[src/rtl/r50fp_pkg.sv]
// Package for the radix-50 file name packer: code type, character constants,
// the radix-50 character map and the three-character packing function.
// Depends on nothing; used by radix50_filename_pack.
`timescale 1ns / 1ps

package r50fp_pkg;

    localparam int CODE_W   = 6;
    localparam int WORD_W   = 16;
    localparam int CHAR_W   = 8;
    localparam int NAME_LEN = 6;
    localparam int EXT_LEN  = 3;

    typedef logic [CODE_W-1:0] code_t;
    typedef logic [WORD_W-1:0] word_t;
    typedef logic [CHAR_W-1:0] char_t;

    localparam char_t CHAR_TERM  = 8'h00;
    localparam char_t CHAR_SLASH = 8'h2F;
    localparam char_t CHAR_DOT   = 8'h2E;
    localparam char_t LOWER_BIT  = 8'h20;

    localparam code_t CODE_SPACE  = 6'd0;
    localparam code_t CODE_DOLLAR = 6'd27;
    localparam code_t CODE_DOT    = 6'd28;
    localparam code_t CODE_QUERY  = 6'd29;
    localparam code_t CODE_DIGIT0 = 6'd30;

    localparam logic [10:0] R50_BASE_SQ = 11'd1600;
    localparam logic [5:0]  R50_BASE    = 6'd40;

    // Maps a byte, folded to lower case, onto its radix-50 code.
    function automatic code_t map_code(input char_t b);
        char_t c;
        code_t r;
        c = b | LOWER_BIT;
        r = CODE_QUERY;
        if (c == 8'h20)
        begin
            r = CODE_SPACE;
        end
        else if (c >= 8'h61 && c <= 8'h7A)
        begin
            r = code_t'(c - 8'h60);
        end
        else if (c == 8'h24)
        begin
            r = CODE_DOLLAR;
        end
        else if (c == 8'h2E)
        begin
            r = CODE_DOT;
        end
        else if (c >= 8'h30 && c <= 8'h39)
        begin
            r = code_t'(c - 8'h30) + CODE_DIGIT0;
        end
        return r;
    endfunction

    // Packs three codes, first one most significant; at most 63999 for codes of 39 or less.
    function automatic word_t pack3(input code_t c0, input code_t c1, input code_t c2);
        logic [16:0] p0;
        logic [11:0] p1;
        p0 = 17'(c0) * 17'(R50_BASE_SQ);
        p1 = 12'(c1) * 12'(R50_BASE);
        return word_t'(p0 + 17'(p1) + 17'(c2));
    endfunction

endpackage

[src/rtl/radix50_filename_pack.sv]
// A terminating zero byte passes from the input register into the result register once
// that register is free or being emptied, and its result item is taken from there.
// Throughput: one byte item per cycle, sustained while the output side takes results.
// Reset (rst_n, asynchronous, active low) empties both registers and clears the gathered
// name and extension to spaces, as does every terminator or slash.
// Depends on r50fp_pkg.
`timescale 1ns / 1ps

module radix50_filename_pack
(
    input  logic                    clk,
    input  logic                    rst_n,
    input  logic                    s_axis_tvalid,
    output logic                    s_axis_tready,
    // Fields from bit 0 up: char_code [7:0].
    input  r50fp_pkg::char_t        s_axis_tdata,
    output logic                    m_axis_tvalid,
    input  logic                    m_axis_tready,
    // Fields from bit 0 up: name_word_high [15:0], name_word_low [31:16],
    // extension_word [47:32].
    output logic [47:0]             m_axis_tdata
);
    import r50fp_pkg::*;

    // Input register: holds one byte item until the processing stage takes it.
    logic   in_valid_reg, in_valid_next;
    char_t  in_char_reg;

    // Gathered state of the current path name.
    code_t        name_codes_reg [NAME_LEN];
    code_t        name_codes_next [NAME_LEN];
    code_t        ext_codes_reg [EXT_LEN];
    code_t        ext_codes_next [EXT_LEN];
    logic [2:0]   name_count_reg, name_count_next;
    logic [1:0]   ext_count_reg, ext_count_next;
    logic         in_ext_reg, in_ext_next;

    // Result register.
    logic         out_valid_reg, out_valid_next;
    logic [47:0]  out_data_reg, out_data_next;

    logic   advance;
    logic   in_fire;
    logic   is_term;
    logic   is_slash;
    logic   is_dot;
    code_t  mapped;

    // The processing stage moves whenever the result register is free or being emptied,
    // whether or not the item in hand yields a result.
    assign advance       = !out_valid_reg || m_axis_tready;
    assign in_fire       = in_valid_reg && advance;
    assign s_axis_tready = !in_valid_reg || advance;

    assign is_term  = (in_char_reg == CHAR_TERM);
    assign is_slash = (in_char_reg == CHAR_SLASH);
    assign is_dot   = (in_char_reg == CHAR_DOT);
    assign mapped   = map_code(in_char_reg);

    always_comb
    begin
        in_valid_next = in_valid_reg;
        if (s_axis_tready)
        begin
            in_valid_next = s_axis_tvalid;
        end
        else if (in_fire)
        begin
            in_valid_next = 1'b0;
        end
    end

    // Buffer update for one byte. A terminator or a slash empties everything; the first dot
    // opens the extension; other bytes fill the next free place or are dropped once full.
    always_comb
    begin
        name_codes_next = name_codes_reg;
        ext_codes_next  = ext_codes_reg;
        name_count_next = name_count_reg;
        ext_count_next  = ext_count_reg;
        in_ext_next     = in_ext_reg;
        if (in_fire)
        begin
            if (is_term || is_slash)
            begin
                for (int i = 0; i < NAME_LEN; i++)
                begin
                    name_codes_next[i] = CODE_SPACE;
                end
                for (int i = 0; i < EXT_LEN; i++)
                begin
                    ext_codes_next[i] = CODE_SPACE;
                end
                name_count_next = '0;
                ext_count_next  = '0;
                in_ext_next     = 1'b0;
            end
            else if (!in_ext_reg)
            begin
                if (is_dot)
                begin
                    in_ext_next = 1'b1;
                end
                else if (name_count_reg < 3'(NAME_LEN))
                begin
                    for (int i = 0; i < NAME_LEN; i++)
                    begin
                        if (name_count_reg == 3'(i))
                        begin
                            name_codes_next[i] = mapped;
                        end
                    end
                    name_count_next = name_count_reg + 3'd1;
                end
            end
            else if (ext_count_reg < 2'(EXT_LEN))
            begin
                for (int i = 0; i < EXT_LEN; i++)
                begin
                    if (ext_count_reg == 2'(i))
                    begin
                        ext_codes_next[i] = mapped;
                    end
                end
                ext_count_next = ext_count_reg + 2'd1;
            end
        end
    end

    // Result register: loaded on a terminator, emptied when the output side takes it.
    always_comb
    begin
        out_valid_next = out_valid_reg;
        out_data_next  = out_data_reg;
        if (m_axis_tready)
        begin
            out_valid_next = 1'b0;
        end
        if (in_fire && is_term)
        begin
            out_valid_next = 1'b1;
            out_data_next  = {pack3(ext_codes_reg[0], ext_codes_reg[1], ext_codes_reg[2]),
                              pack3(name_codes_reg[3], name_codes_reg[4], name_codes_reg[5]),
                              pack3(name_codes_reg[0], name_codes_reg[1], name_codes_reg[2])};
        end
    end

    always_ff @(posedge clk or negedge rst_n)
    begin
        if (!rst_n)
        begin
            in_valid_reg   <= 1'b0;
            out_valid_reg  <= 1'b0;
            name_count_reg <= '0;
            ext_count_reg  <= '0;
            in_ext_reg     <= 1'b0;
            for (int i = 0; i < NAME_LEN; i++)
            begin
                name_codes_reg[i] <= CODE_SPACE;
            end
            for (int i = 0; i < EXT_LEN; i++)
            begin
                ext_codes_reg[i] <= CODE_SPACE;
            end
        end
        else
        begin
            in_valid_reg   <= in_valid_next;
            out_valid_reg  <= out_valid_next;
            name_count_reg <= name_count_next;
            ext_count_reg  <= ext_count_next;
            in_ext_reg     <= in_ext_next;
            name_codes_reg <= name_codes_next;
            ext_codes_reg  <= ext_codes_next;
        end
    end

    // Payload registers carry no reset.
    always_ff @(posedge clk)
    begin
        if (s_axis_tready && s_axis_tvalid)
        begin
            in_char_reg <= s_axis_tdata;
        end
        out_data_reg <= out_data_next;
    end

    assign m_axis_tvalid = out_valid_reg;
    assign m_axis_tdata  = out_data_reg;

`ifndef NO_ASSERTIONS
    a_name_count_bound: assert property (@(posedge clk) disable iff (!rst_n)
        name_count_reg <= 3'(NAME_LEN))
        else $error("name count beyond the name length");

    a_ext_implies_mode: assert property (@(posedge clk) disable iff (!rst_n)
        ext_count_reg != 2'd0 |-> in_ext_reg)
        else $error("extension characters gathered outside the extension");

    a_result_from_term: assert property (@(posedge clk) disable iff (!rst_n)
        $rose(out_valid_reg) |-> $past(in_fire && is_term))
        else $error("result appeared without a terminator");

    a_term_clears: assert property (@(posedge clk) disable iff (!rst_n)
        in_fire && is_term |=> name_count_reg == 3'd0 && ext_count_reg == 2'd0 && !in_ext_reg)
        else $error("terminator did not clear the gathered name");
`endif

endmodule
[config.mk]
export PLATFORM = sky130hd
export DESIGN_NAME = radix50_filename_pack
export DESIGN_NICKNAME = d
export VERILOG_FILES = /design/src/rtl/r50fp_pkg.sv /design/src/rtl/radix50_filename_pack.sv
export SDC_FILE = /design/constraint.sdc
export NUM_CORES = 1
export LEC_CHECK = 0
export BUFFER_PORTS_ARGS = -buffer_cell sky130_fd_sc_hd__buf_2
export CAP_MARGIN = 25
export CORE_UTILIZATION = 50
export CTS_BUF_LIST = sky130_fd_sc_hd__clkbuf_8
export DETAILED_ROUTE_END_ITERATION = 8
export MAX_ROUTING_LAYER = met4
export PLACE_DENSITY = 0.77
export SYNTH_ARGS = -nofsm -noshare
export SYNTH_HDL_FRONTEND = slang
export SYNTH_SLANG_ARGS = --single-unit
[constraint.sdc]
create_clock -name clk -period 8.9 [get_ports clk]
set_clock_uncertainty 0.2 [all_clocks]
set_input_delay 0.89 -clock clk [delete_from_list [all_inputs] [get_ports clk]]
set_output_delay 0.89 -clock clk [all_outputs]
set_load 0.01 [all_outputs]
==> impl_metrics.json <==
{
  "start_util": 0.5195,
  "path_delay_family": "adder cells",
  "arrival_ns": 3.49,
  "postCtsSetupBuffers": 0,
  "synth-edff-count": 56,
  "grt_pass1_wl_um": 24320,
  "die_x_um": 125.8,
  "min_path_type": "reg2reg",
  "min_period_ns": 3.494,
  "max_slew_margin": 0.3429,
  "cp_max_fo": 4,
  "worst_slew_pin_slew_ns": 0.9857,
  "diodes": 0,
  "drv_slew": 0,
  "rows": 44,
  "synthFlopType": "dfrtp_1",
  "rsz0062_at_grt": "no",
  "via_per_inst": 5.578,
  "clock.fmax_mhz": 286.2,
  "largest_register_ffs": 48,
  "yosysSeqAreaShare": 0.4218,
  "gp_congestion": 0.7942,
  "die_area_um2": 15830,
  "wirelength_um": 14470,
  "path_cells": "ha_1 -> ha_1 -> fa_1 -> ha_1 -> a21oi_1 -> nor3b_1 -> o21ai_0 -> a31oi_1 -> nor2_1 -> xor2_1",
  "status": "finished clean",
  "slowest_delay_ns": 0.44,
  "area_growth_pct": 11.87,
  "drive_above_1_share": 0.2123,
  "cts_resized": 0,
  "htree_levels": 4,
  "clockRootBuffer": "clkbuf_8",
  "synth_nets": 769,
  "ys_ff_latch": 118,
  "yosysWarnings": 0,
  "period_share": 0.3925,
  "cts_tree": "built",
  "clock_sinks": 118,
  "fin_tns_setup_ns": 0,
  "maxCapViolations": 0,
  "postCtsHoldBufs": 0,
  "r2r_slack_ns": 5.41,
  "synth_area_um2": 7665,
  "worst-path-buf-inv": 0,
  "port_buffers": 61,
  "cpMostUsedCell": "ha_1",
  "critPathCaptureType": "flip-flop",
  "synth.top_cell.area_share": 0.2194,
  "grt.total_usage": 0.2023,
  "drc": 0,
  "clk_pin_slew_ns": 0.07,
  "worst-setup-path-type": "reg2reg",
  "synth_area_per_cell_um2": 12.24,
  "syn_inst": 626,
  "grt_max_degree": 63,
  "dr.pass1.iters": 4,
  "antenna_left": 0,
  "grt.overflow.total": 0,
  "core_area_um2": 14750,
  "cts_made_buffers": 17,
  "synthArstFlopShare": 0.5254,
  "startpoint_type": "flip-flop",
  "drt-initial-drc-count": 257,
  "cp.required_ns": 8.90,
  "final_common_cell": "ha_1",
  "dp_hpwl_um": 10560,
  "grt_pass1_vias": 5279,
  "die_y_um": 125.8,
  "via_count": 5020,
  "num_io_pins": 62,
  "clockBufferDepth": 2,
  "cp_slowest_cell": "fa_1",
  "hold_viol": 0,
  "synth_cell_types": 48,
  "synth_area_leaders": "edfxtp_1 22%, dfrtp_1 20%, ha_1 20%",
  "final_cell_mix": "122 x ha_1, 62 x dfrtp_1, 61 x buf_2",
  "synth_area_leader_cell": "edfxtp_1",
  "grt_antenna_before_repair": 0,
  "avgRoutedWirePerCell_um": 16.08,
  "setup_viol": 0,
  "clk_latency_ns": 0.45,
  "fin_nets": 846
}
[layout make-up]
type                            instances  area [um^2]
Clock buffer                           19        261.5
Sequential cell                       118         3233
Timing Repair Buffer                   64        331.6
Clock inverter                         13        117.6
Multi-Input combinational cell        462         4250
Tap cell                              184        230.2
Inverter                               40        150.1
Fill cell                            1178         6180
[synthesized netlist by cell type, drive strengths merged, types with 2 or more instances]
cell    instances
ha            122
dfrtp          62
edfxtp         56
mux2           53
a21oi          44
xnor2          43
inv            40
nor2           30
nand2          25
o21ai          24
a21o           18
o21a           14
xor2           10
fa              9
nor2b           8
o31ai           7
nand2b          6
nor3            6
a211oi          5
a31oi           5
and2            5
or2             4
or3             4
a211o           3
buf             3
clkbuf          3
a21boi          2
and4            2
nand4           2
o21bai          2
o31a            2
or4             2
[path summary, 6_finish.rpt]
check,from,to,cells past startpoint
min in group asynchronous,rst_n,name_codes_reg[19],2
max in group asynchronous,rst_n,name_codes_reg[17],2
setup / recovery,name_codes_reg[7],m_axis_tdata[30],10
hold / removal,name_codes_reg[18],m_axis_tdata[0],0
setup reg to reg,name_codes_reg[7],m_axis_tdata[30],10
hold reg to reg,name_codes_reg[18],m_axis_tdata[0],0
[kinds of logic (layout without fill, tap and decap cells)]
| logic type | after synthesis | after routing | synth area share |
|---|---|---|---|
| compound gates | 128 | 128 | 0.1152 |
| fa+ha+maj | 131 | 131 | 0.2227 |
| flops | 118 | 118 | 0.4218 |
| simple gates | 97 | 97 | 0.06285 |
| mux | 53 | 53 | 0.09256 |
| buf+inv | 46 | 136 | 0.02432 |
| xor+xnor | 53 | 53 | 0.06056 |
[per-layer routing]
metal  wire length, um  GRT usage
met2              7204     0.3389
met5                 0          -
met3               576    0.04206
met1              6311     0.2326
met4               376    0.09639
[metrics by stage]
step | hold WS (ns) | cells | worst slack, ns | instance area [um^2] | utilization
detailed placement | 0.2453 | 868 | 5.472 | 8195 | 0.5555
finish | 0.2616 | 900 | 5.406 | 8574 | 0.5812
floorplan | 0.2194 | 626 | 3.445 | 7665 | -
global placement | 0.2468 | 867 | 5.391 | 8184 | 0.5547
CTS | 0.2602 | 900 | 5.431 | 8574 | 0.5812
global route | 0.2751 | 900 | 5.227 | 8574 | 0.5812
Power is left out: the tool's default activity adds up to more than one toggle a clock period on the data nets, which glitch-free logic cannot reach.
